[src/rtl/npe_pkg.sv]
`timescale 1ns / 1ps
`default_nettype none
package npe_pkg;

  localparam int UPC_W = 4;

  typedef logic [UPC_W-1:0] upc_t;

  typedef enum logic [1:0] {
    OP_CLEAR  = 2'd0,
    OP_APPEND = 2'd1,
    OP_STEP   = 2'd2,
    OP_RSVD   = 2'd3
  } op_t;

  typedef enum logic [4:0] {
    U_NOP,
    U_PV_INIT,
    U_PV_LOADB,
    U_PV_CMP,
    U_EM_INIT,
    U_EMIT,
    U_SC_INIT,
    U_SC_LOADA,
    U_SC_SCAN,
    U_SW_P,
    U_SW_Q,
    U_RV_TEST,
    U_RV_LOADA,
    U_RV_WLO,
    U_RV_WHI,
    U_END
  } uop_t;

  typedef enum logic [2:0] {
    C_NONE,
    C_ALWAYS,
    C_FEW,
    C_PIV_MORE,
    C_NOT_LAST,
    C_NOT_FOUND,
    C_NOT_GREATER,
    C_LO_GE_HI
  } cond_t;

  typedef struct packed {
    uop_t  uop;
    cond_t cond;
    upc_t  target;
  } ctl_t;

  typedef struct packed {
    logic empty;
    logic few;
    logic piv_end;
    logic last;
    logic found;
    logic greater;
    logic lo_ge_hi;
  } stat_t;

  typedef struct packed {
    logic [1:0]  operation;
    logic [63:0] key;
  } req_t;

  typedef struct packed {
    logic [63:0] out_key;
    logic [3:0]  position;
    logic        last;
    logic        has_next;
  } res_t;

  localparam upc_t L_START   = 4'd0;
  localparam upc_t L_PV_CMP  = 4'd2;
  localparam upc_t L_EM_INIT = 4'd3;
  localparam upc_t L_EMIT    = 4'd4;
  localparam upc_t L_SC_SCAN = 4'd8;
  localparam upc_t L_RV_TEST = 4'd11;
  localparam upc_t L_END     = 4'd15;

  localparam ctl_t CTL_IDLE = '{uop: U_NOP, cond: C_NONE, target: L_START};

endpackage
`default_nettype wire

[src/rtl/npe_ucode_rom.sv]
`timescale 1ns / 1ps
`default_nettype none
module npe_ucode_rom (
  input  npe_pkg::upc_t upc,
  output npe_pkg::ctl_t word
);
  import npe_pkg::*;

  always_comb begin
    case (upc)
      4'd0:    word = '{uop: U_PV_INIT,  cond: C_FEW,         target: L_EM_INIT};
      4'd1:    word = '{uop: U_PV_LOADB, cond: C_NONE,        target: L_START};
      4'd2:    word = '{uop: U_PV_CMP,   cond: C_PIV_MORE,    target: L_PV_CMP};
      4'd3:    word = '{uop: U_EM_INIT,  cond: C_NONE,        target: L_START};
      4'd4:    word = '{uop: U_EMIT,     cond: C_NOT_LAST,    target: L_EMIT};
      4'd5:    word = '{uop: U_NOP,      cond: C_NOT_FOUND,   target: L_END};
      4'd6:    word = '{uop: U_SC_INIT,  cond: C_NONE,        target: L_START};
      4'd7:    word = '{uop: U_SC_LOADA, cond: C_NONE,        target: L_START};
      4'd8:    word = '{uop: U_SC_SCAN,  cond: C_NOT_GREATER, target: L_SC_SCAN};
      4'd9:    word = '{uop: U_SW_P,     cond: C_NONE,        target: L_START};
      4'd10:   word = '{uop: U_SW_Q,     cond: C_NONE,        target: L_START};
      4'd11:   word = '{uop: U_RV_TEST,  cond: C_LO_GE_HI,    target: L_END};
      4'd12:   word = '{uop: U_RV_LOADA, cond: C_NONE,        target: L_START};
      4'd13:   word = '{uop: U_RV_WLO,   cond: C_NONE,        target: L_START};
      4'd14:   word = '{uop: U_RV_WHI,   cond: C_ALWAYS,      target: L_RV_TEST};
      4'd15:   word = '{uop: U_END,      cond: C_NONE,        target: L_START};
      default: word = CTL_IDLE;
    endcase
  end

endmodule
`default_nettype wire

[src/rtl/npe_sequencer.sv]
`timescale 1ns / 1ps
`default_nettype none
module npe_sequencer (
  input  wire            clk,
  input  wire            rst,
  input  wire            start,
  input  wire [1:0]      operation,
  input  npe_pkg::stat_t st,
  output npe_pkg::ctl_t  ctl,
  output logic           busy
);
  import npe_pkg::*;

  upc_t upc;
  ctl_t word;
  logic taken;

  npe_ucode_rom u_rom (
    .upc  (upc),
    .word (word)
  );

  always_comb begin
    case (word.cond)
      C_NONE:        taken = 1'b0;
      C_ALWAYS:      taken = 1'b1;
      C_FEW:         taken = st.few;
      C_PIV_MORE:    taken = !st.piv_end;
      C_NOT_LAST:    taken = !st.last;
      C_NOT_FOUND:   taken = !st.found;
      C_NOT_GREATER: taken = !st.greater;
      C_LO_GE_HI:    taken = st.lo_ge_hi;
      default:       taken = 1'b0;
    endcase
  end

  assign ctl = busy ? word : CTL_IDLE;

  always_ff @(posedge clk) begin
    if (rst) begin
      busy <= 1'b0;
      upc  <= L_START;
    end else if (!busy) begin
      if (start && operation == OP_STEP && !st.empty) begin
        busy <= 1'b1;
        upc  <= L_START;
      end
    end else if (word.uop == U_END) begin
      busy <= 1'b0;
    end else if (taken) begin
      upc <= word.target;
    end else begin
      upc <= upc + upc_t'(1);
    end
  end

`ifndef SYNTH
  a_start_from_idle: assert property (@(posedge clk) disable iff (rst)
    $rose(busy) |-> $past(start) && $past(operation) == OP_STEP)
    else $error("sequencer started without a step request");
`endif

endmodule
`default_nettype wire

[src/rtl/npe_datapath.sv]
`timescale 1ns / 1ps
`default_nettype none
module npe_datapath #(
  parameter int MAX_ITEMS = 16,
  parameter int KEY_CHARS = 8
) (
  input  wire            clk,
  input  wire            rst,
  input  wire            accept,
  input  npe_pkg::req_t  request,
  input  npe_pkg::ctl_t  ctl,
  output npe_pkg::stat_t st,
  output npe_pkg::res_t  result,
  output logic           result_strobe
);
  import npe_pkg::*;

  localparam int IW = (MAX_ITEMS > 1) ? $clog2(MAX_ITEMS) : 1;
  localparam int CW = $clog2(MAX_ITEMS + 1);

  function automatic logic [63:0] canon_key(input logic [63:0] k);
    logic [63:0] res;
    logic        stop;
    res  = '0;
    stop = 1'b0;
    for (int i = 0; i < 8; i++) begin
      if (i >= KEY_CHARS || k[63-8*i -: 8] == 8'd0) stop = 1'b1;
      if (!stop) res[63-8*i -: 8] = k[63-8*i -: 8];
    end
    return res;
  endfunction

  logic [63:0] mem [MAX_ITEMS];
  logic [63:0] rd;
  logic [63:0] a;
  logic [63:0] b;
  logic [CW-1:0] n;
  logic [IW-1:0] p, q, lo, hi, k;
  logic          found;

  logic [IW-1:0] nm1;
  logic [IW-1:0] raddr;
  logic [IW-1:0] waddr;
  logic [63:0]   wdata;
  logic          we;
  logic          append_ok;
  logic          last_c;

  assign nm1       = IW'(n - CW'(1));
  assign append_ok = accept && request.operation == OP_APPEND && n < CW'(MAX_ITEMS);
  assign last_c    = (k == nm1);

  assign st.empty    = (n == '0);
  assign st.few      = (n < CW'(2));
  assign st.piv_end  = (rd < b) || (p == IW'(1));
  assign st.last     = last_c;
  assign st.found    = found;
  assign st.greater  = (rd > a);
  assign st.lo_ge_hi = (lo >= hi);

  always_comb begin
    case (ctl.uop)
      U_PV_INIT:  raddr = nm1;
      U_PV_LOADB: raddr = p - IW'(1);
      U_PV_CMP:   raddr = p - IW'(2);
      U_EM_INIT:  raddr = '0;
      U_EMIT:     raddr = k + IW'(1);
      U_SC_INIT:  raddr = p;
      U_SC_LOADA: raddr = q;
      U_SC_SCAN:  raddr = q - IW'(1);
      U_RV_TEST:  raddr = lo;
      U_RV_LOADA: raddr = hi;
      default:    raddr = '0;
    endcase
  end

  always_comb begin
    we    = 1'b0;
    waddr = '0;
    wdata = rd;
    case (ctl.uop)
      U_SW_P: begin
        we    = 1'b1;
        waddr = p;
        wdata = b;
      end
      U_SW_Q: begin
        we    = 1'b1;
        waddr = q;
        wdata = a;
      end
      U_RV_WLO: begin
        we    = 1'b1;
        waddr = lo;
        wdata = rd;
      end
      U_RV_WHI: begin
        we    = 1'b1;
        waddr = hi;
        wdata = a;
      end
      default: begin
        if (append_ok) begin
          we    = 1'b1;
          waddr = n[IW-1:0];
          wdata = canon_key(request.key);
        end
      end
    endcase
  end

  always_ff @(posedge clk) begin
    if (we) mem[waddr] <= wdata;
    rd <= mem[raddr];
  end

  always_ff @(posedge clk) begin
    if (rst) begin
      n             <= '0;
      result_strobe <= 1'b0;
    end else begin
      result_strobe <= (ctl.uop == U_EMIT);
      if (accept && request.operation == OP_CLEAR) begin
        n <= '0;
      end else if (append_ok) begin
        n <= n + CW'(1);
      end
    end
  end

  always_ff @(posedge clk) begin
    case (ctl.uop)
      U_PV_INIT: begin
        p     <= nm1;
        found <= 1'b0;
      end
      U_PV_LOADB: b <= rd;
      U_PV_CMP: begin
        p <= p - IW'(1);
        b <= rd;
        if (rd < b) found <= 1'b1;
      end
      U_EM_INIT: k <= '0;
      U_EMIT: begin
        k                <= k + IW'(1);
        result.out_key   <= rd;
        result.position  <= 4'(k);
        result.last      <= last_c;
        result.has_next  <= last_c & found;
      end
      U_SC_INIT:  q <= nm1;
      U_SC_LOADA: a <= rd;
      U_SC_SCAN: begin
        if (rd > a) b <= rd;
        else q <= q - IW'(1);
      end
      U_SW_Q: begin
        lo <= p + IW'(1);
        hi <= nm1;
      end
      U_RV_LOADA: a <= rd;
      U_RV_WHI: begin
        lo <= lo + IW'(1);
        hi <= hi - IW'(1);
      end
      default: ;
    endcase
  end

`ifndef SYNTH
  a_count_range: assert property (@(posedge clk) disable iff (rst)
    n <= CW'(MAX_ITEMS))
    else $error("element count above capacity");
  a_swap_order: assert property (@(posedge clk) disable iff (rst)
    ctl.uop == U_SW_P |-> p < q)
    else $error("successor not right of pivot");
`endif

endmodule
`default_nettype wire

[src/rtl/next_permutation_engine.sv]
`timescale 1ns / 1ps
`default_nettype none
// Next-permutation engine. A request is taken when start is high and busy
// is low. Clear and append requests leave busy low; appends past MAX_ITEMS
// keys are dropped, and keys are cut to KEY_CHARS characters and to their
// first zero byte. A step request on a list of n keys raises busy, then
// drives one result per key on result, each marked by result_strobe for one
// cycle in consecutive cycles, with has_next on the last one when a next
// permutation exists; the receiver must take every result as it comes, since
// there is no way to hold them off. After emitting, the list is moved in place
// to its next lexicographic permutation, if there is one. A microcoded
// sequencer runs every step through the single read port of the key memory,
// one microstep per cycle: pivot scan, emit, successor scan, swap and tail
// reversal. A step on an empty list, and operation code 3, do nothing.
module next_permutation_engine #(
  parameter int MAX_ITEMS = 16,
  parameter int KEY_CHARS = 8
) (
  input  wire           clk,
  input  wire           rst,
  input  wire           start,
  input  npe_pkg::req_t request,
  output logic          busy,
  output npe_pkg::res_t result,
  output logic          result_strobe
);
  import npe_pkg::*;

  ctl_t  ctl;
  stat_t st;
  logic  accept;

  assign accept = start && !busy;

  npe_sequencer u_seq (
    .clk       (clk),
    .rst       (rst),
    .start     (accept),
    .operation (request.operation),
    .st        (st),
    .ctl       (ctl),
    .busy      (busy)
  );

  npe_datapath #(
    .MAX_ITEMS (MAX_ITEMS),
    .KEY_CHARS (KEY_CHARS)
  ) u_dp (
    .clk           (clk),
    .rst           (rst),
    .accept        (accept),
    .request       (request),
    .ctl           (ctl),
    .st            (st),
    .result        (result),
    .result_strobe (result_strobe)
  );

`ifndef SYNTH
  a_strobe_busy: assert property (@(posedge clk) disable iff (rst)
    result_strobe |-> busy)
    else $error("result outside a step");
  a_next_on_last: assert property (@(posedge clk) disable iff (rst)
    result_strobe && result.has_next |-> result.last)
    else $error("has_next on a non-final result");
  a_burst: assert property (@(posedge clk) disable iff (rst)
    result_strobe && !result.last |=> result_strobe &&
      result.position == $past(result.position) + 4'd1)
    else $error("gap or misorder in result burst");
`endif

endmodule
`default_nettype wire

[config.mk]
export PLATFORM = sky130hd
export DESIGN_NAME = next_permutation_engine
export DESIGN_NICKNAME = d
export VERILOG_FILES = /design/src/rtl/npe_pkg.sv /design/src/rtl/npe_ucode_rom.sv /design/src/rtl/npe_sequencer.sv /design/src/rtl/npe_datapath.sv /design/src/rtl/next_permutation_engine.sv
export SDC_FILE = /design/constraint.sdc
export NUM_CORES = 2
export LEC_CHECK = 0
export ABC_AREA = 1
export BUFFER_PORTS_ARGS = -buffer_cell sky130_fd_sc_hd__buf_2
export CAP_MARGIN = 10
export CORE_MARGIN = 2
export CORE_UTILIZATION = 30
export CTS_BUF_LIST = sky130_fd_sc_hd__clkbuf_2
export DETAILED_ROUTE_END_ITERATION = 16
export PLACE_DENSITY = 0.51
export SETUP_SLACK_MARGIN = 0.02
export SLEW_MARGIN = 20
export SYNTH_ARGS = -nofsm -noshare
export SYNTH_HDL_FRONTEND = slang
export SYNTH_SLANG_ARGS = --single-unit
[constraint.sdc]
create_clock -name clk -period 14.4 [get_ports clk]
set_input_delay 0.72 -clock clk [delete_from_list [all_inputs] [get_ports clk]]
set_output_delay 0.72 -clock clk [all_outputs]
set_load 0.01 [all_outputs]
==> impl_metrics.toml <==
[status]
outcome = "completed"

[die]
die_y_um = 435
fp.dieW_um = 435
pin_count = 141
start_util = 0.301
die_area_um2 = 189000
rows = 158
core_area_um2 = 185000

[clock_network]
clk_pin_slew_worst_paths_ns = 0.10
post_cts_buffers = 0
cts_tree = "built"
h-tree-depth = 5
cts_root_buf = "clkbuf_2"
cts-buffers-inserted = 368
cts_hold_buffers = 94
clockBufferDepth = 4
cts_sinks = 1329
post_cts_resized = 0
clk_latency_ns = 1.72

[detailed_routing]
highest_layer = "met4"
first_pass_iters = 5
drt_first_iter_violations = 2889
routed_wl_mm = 162
vias_per_cell = 4.93
drc = 0
dr_total_vias = 36900
dr_wl_met2_mm = 80.3
wl_met3_mm = 7.93
wl_met1_mm = 70.1
wl_per_cell_um = 21.7
ant_nets = 0

[sta]
fmax_mhz = 189
final.period_utilization = 0.367
drv_slew = 0
hold_violations = 0
max-slew-margin-rel = 0.232
post-route-min-period_ns = 5.28
clock_skew_ns = 0.178
tns_ns = 0
rsz0062_at_grt = "false"
worst-slew-pin-transition_ns = 1.15
finalSetupViolCount = 0

[synth]
syn_nets = 4509
synth-seq-cells = 1329
synth_area_um2 = 55700
synth_edf_count = 1243
synth_flop_cell = "edfxtp_1"
avgSynthCellArea_um2 = 13.0
synthCells = 4293
async_reset_ff_frac = 0
ys_types = 51
yosysWarnings = 0
ys_seq_area_frac = 0.702

[power]
irDropWorstVdd_mv = 0.0731
power_mw = 7.40
p_per_area_nw_per_um2 = 116
leakage_nw = 22.1

[setup_path]
cp_cell_sequence = "dlygate4sd3_1 -> buf_2 -> nor2_1 -> dlygate4sd3_1 -> nand4_1 -> a21boi_0 -> inv_1 -> a21oi_1 -> and2_1 -> inv_1 -> a21oi_1 -> dlygate4sd3_1 -> buf_4 -> and2_1 -> buf_4 -> nand2_1 -> a21oi_1 -> nand3_1 -> dlygate4sd3_1 -> o2111ai_2"
critPathMaxFanout = 16
crit_type = "in -> reg"
slowest_stage = "dlygate4sd3_1"
cp_common_cell = "dlygate4sd3_1"
cp.arrival_ns = 6.60
crit_path_end_kind = "register"
cp_slowest_stage_delay_ns = 0.61
cp-start-kind = "input pin"
crit_required_ns = 15.72

[placed_design]
io_buffer_count = 140
dp_hpwl_mm = 87.6
place_congestion = 0.832

[grt]
grt_antenna_before_repair = 5
grt_usage = 0.168
grt_pass1_vias = 37300
grt_max_degree = 226
overflow = 0
grt_pass1_wl_mm = 242

[cells_and_area]
n_fill_cell = 18300
drive_gt1_frac = 0.187
syn_to_final_growth_pct = 14.2
layout.nets = 4949

[hold_path]
worstHoldPathType = "in -> reg"

[run]
maxCapViolCount = 0
==> cells in the final DEF (no fill, tap or decap), drive strengths merged, types with 7 or more instances in the layout <==
cell,instances
ha,147
o22ai,21
nor2,400
o21a,7
nor3,12
inv,245
nand2,337
o2111ai,53
edfxtp,1243
xor2,8
nand4,19
o21ai,431
or2,258
nor4,18
clkbuf,576
buf,221
diode,8
o211ai,483
dlygate4sd3,94
clkinv,57
nand3,167
a21oi,86
dfxtp,86
==> routing by layer <==
layer,global-route usage,vias up
met5,0,-
met4,0.0558,0
met3,0.0273,302
met2,0.286,1067
met1,0.216,18400
li1,-,17100
==> sequential cells by signal (all words and copies together), names as in the netlist <==
signal and count:
u_dp.k 4, u_dp.p 4, u_dp.lo 4, u_dp.found 1
u_dp.mem 1024, u_dp.hi 4, u_dp.rd 64, u_dp.b 64
u_dp.a 64, u_seq.busy 1, u_seq.upc 4, u_seq.u_rom.word 11
u_dp.q 4, u_dp.result 70, u_dp.n 5, u_dp.result_strobe 1
==> synthesized netlist by cell type (3+ instances only) <==
library cell,number,area [um^2]
inv_2,12,45.0
o21ai_0,298,1490
or2_0,110,688
buf_4,13,97.6
or2_1,106,663
nor2_1,392,1470
a21oi_1,86,430
dfxtp_1,86,1720
xnor2_1,4,35.0
o21a_1,7,52.6
nand3_1,167,836
buf_1,21,78.8
xor2_1,8,70.1
o21ai_1,133,666
nor2_2,4,25.0
o211ai_1,483,3630
inv_1,229,860
clkbuf_1,116,435
nand4_1,19,119
ha_1,147,1840
nor2_4,4,45.0
o22ai_1,21,131
a221oi_1,4,35.0
clkbuf_2,18,90.1
nand2_1,335,1260
nor4_1,15,93.8
nor3_1,10,50.1
o2111ai_1,53,464
or2_2,42,263
edfxtp_1,1243,37300
a31oi_1,3,18.8
buf_2,77,385
o21bai_1,5,37.5
==> critical path: cells and delay by family <==
kind,cells,cell delay [ns]
buf+inv,9,3.31
simple gates,6,1.04
compound gates,5,1.47
==> cells by family (layout without fill, tap and decap cells) <==
group / Yosys count / count (layout) / synth area share
xor+xnor: 12 / 12 / 0.00189
other cells: 0 / 8 / 0
compound gates: 1098 / 1098 / 0.126
simple gates: 1218 / 1218 / 0.102
buf+inv: 489 / 1196 / 0.0362
fa+ha+maj: 147 / 147 / 0.0330
flops: 1329 / 1329 / 0.702
==> worst paths after layout <==
| check | start | to | slack (ns) | cells past startpoint |
|---|---|---|---|---|
| max | request[59] | u_dp.mem[8][4] | 9.12 | 20 |
| min | request[5] | u_dp.mem[1][5] | 0.21 | 4 |
| max reg2reg | u_seq.busy | u_dp.mem[1][2] | 9.17 | 13 |
| min reg2reg | u_dp.rd[2] | u_dp.result[8] | 0.46 | 0 |
==> area by class of cell <==
| cell class | count | area, um^2 | share of cell area |
|---|---|---|---|
| repair buffers | 316 | 2290 | 0.0361 |
| clock buffers | 575 | 2880 | 0.0453 |
| well taps | 2480 | 3100 | 0.0488 |
| inverters | 243 | 945 | 0.0149 |
| multi-input cells | 2475 | 15000 | 0.235 |
| clock inverters | 62 | 320 | 0.00504 |
| diodes | 8 | 20.0 | 0.000315 |
| flip-flops and latches | 1329 | 39000 | 0.614 |
==> where the power goes <==
| group | internal (mW) | leakage, nW | switching, mW | total (mW) |
|---|---|---|---|---|
| sequential | 4.30 | 11.9 | 0.0449 | 4.35 |
| combinational | 0.120 | 7.69 | 0.269 | 0.388 |
| clock | 1.09 | 2.55 | 1.57 | 2.66 |
==> metrics by stage <==
step	util	cell area (um^2)	instances	hold slack [ns]	worst slack, ns
2_1_floorplan	-	55700	4293	0.453	7.88
3_3_place_gp	0.321	59300	6748	0.527	9.18
3_5_place_dp	0.321	59400	6748	0.526	9.17
4_1_cts	0.343	63500	7479	0.00149	9.12
5_1_grt	0.344	63600	7488	0.0562	8.84
6_report	0.344	63600	7488	0.206	9.12
No activity file was read; power rests on OpenSTA's default activity.
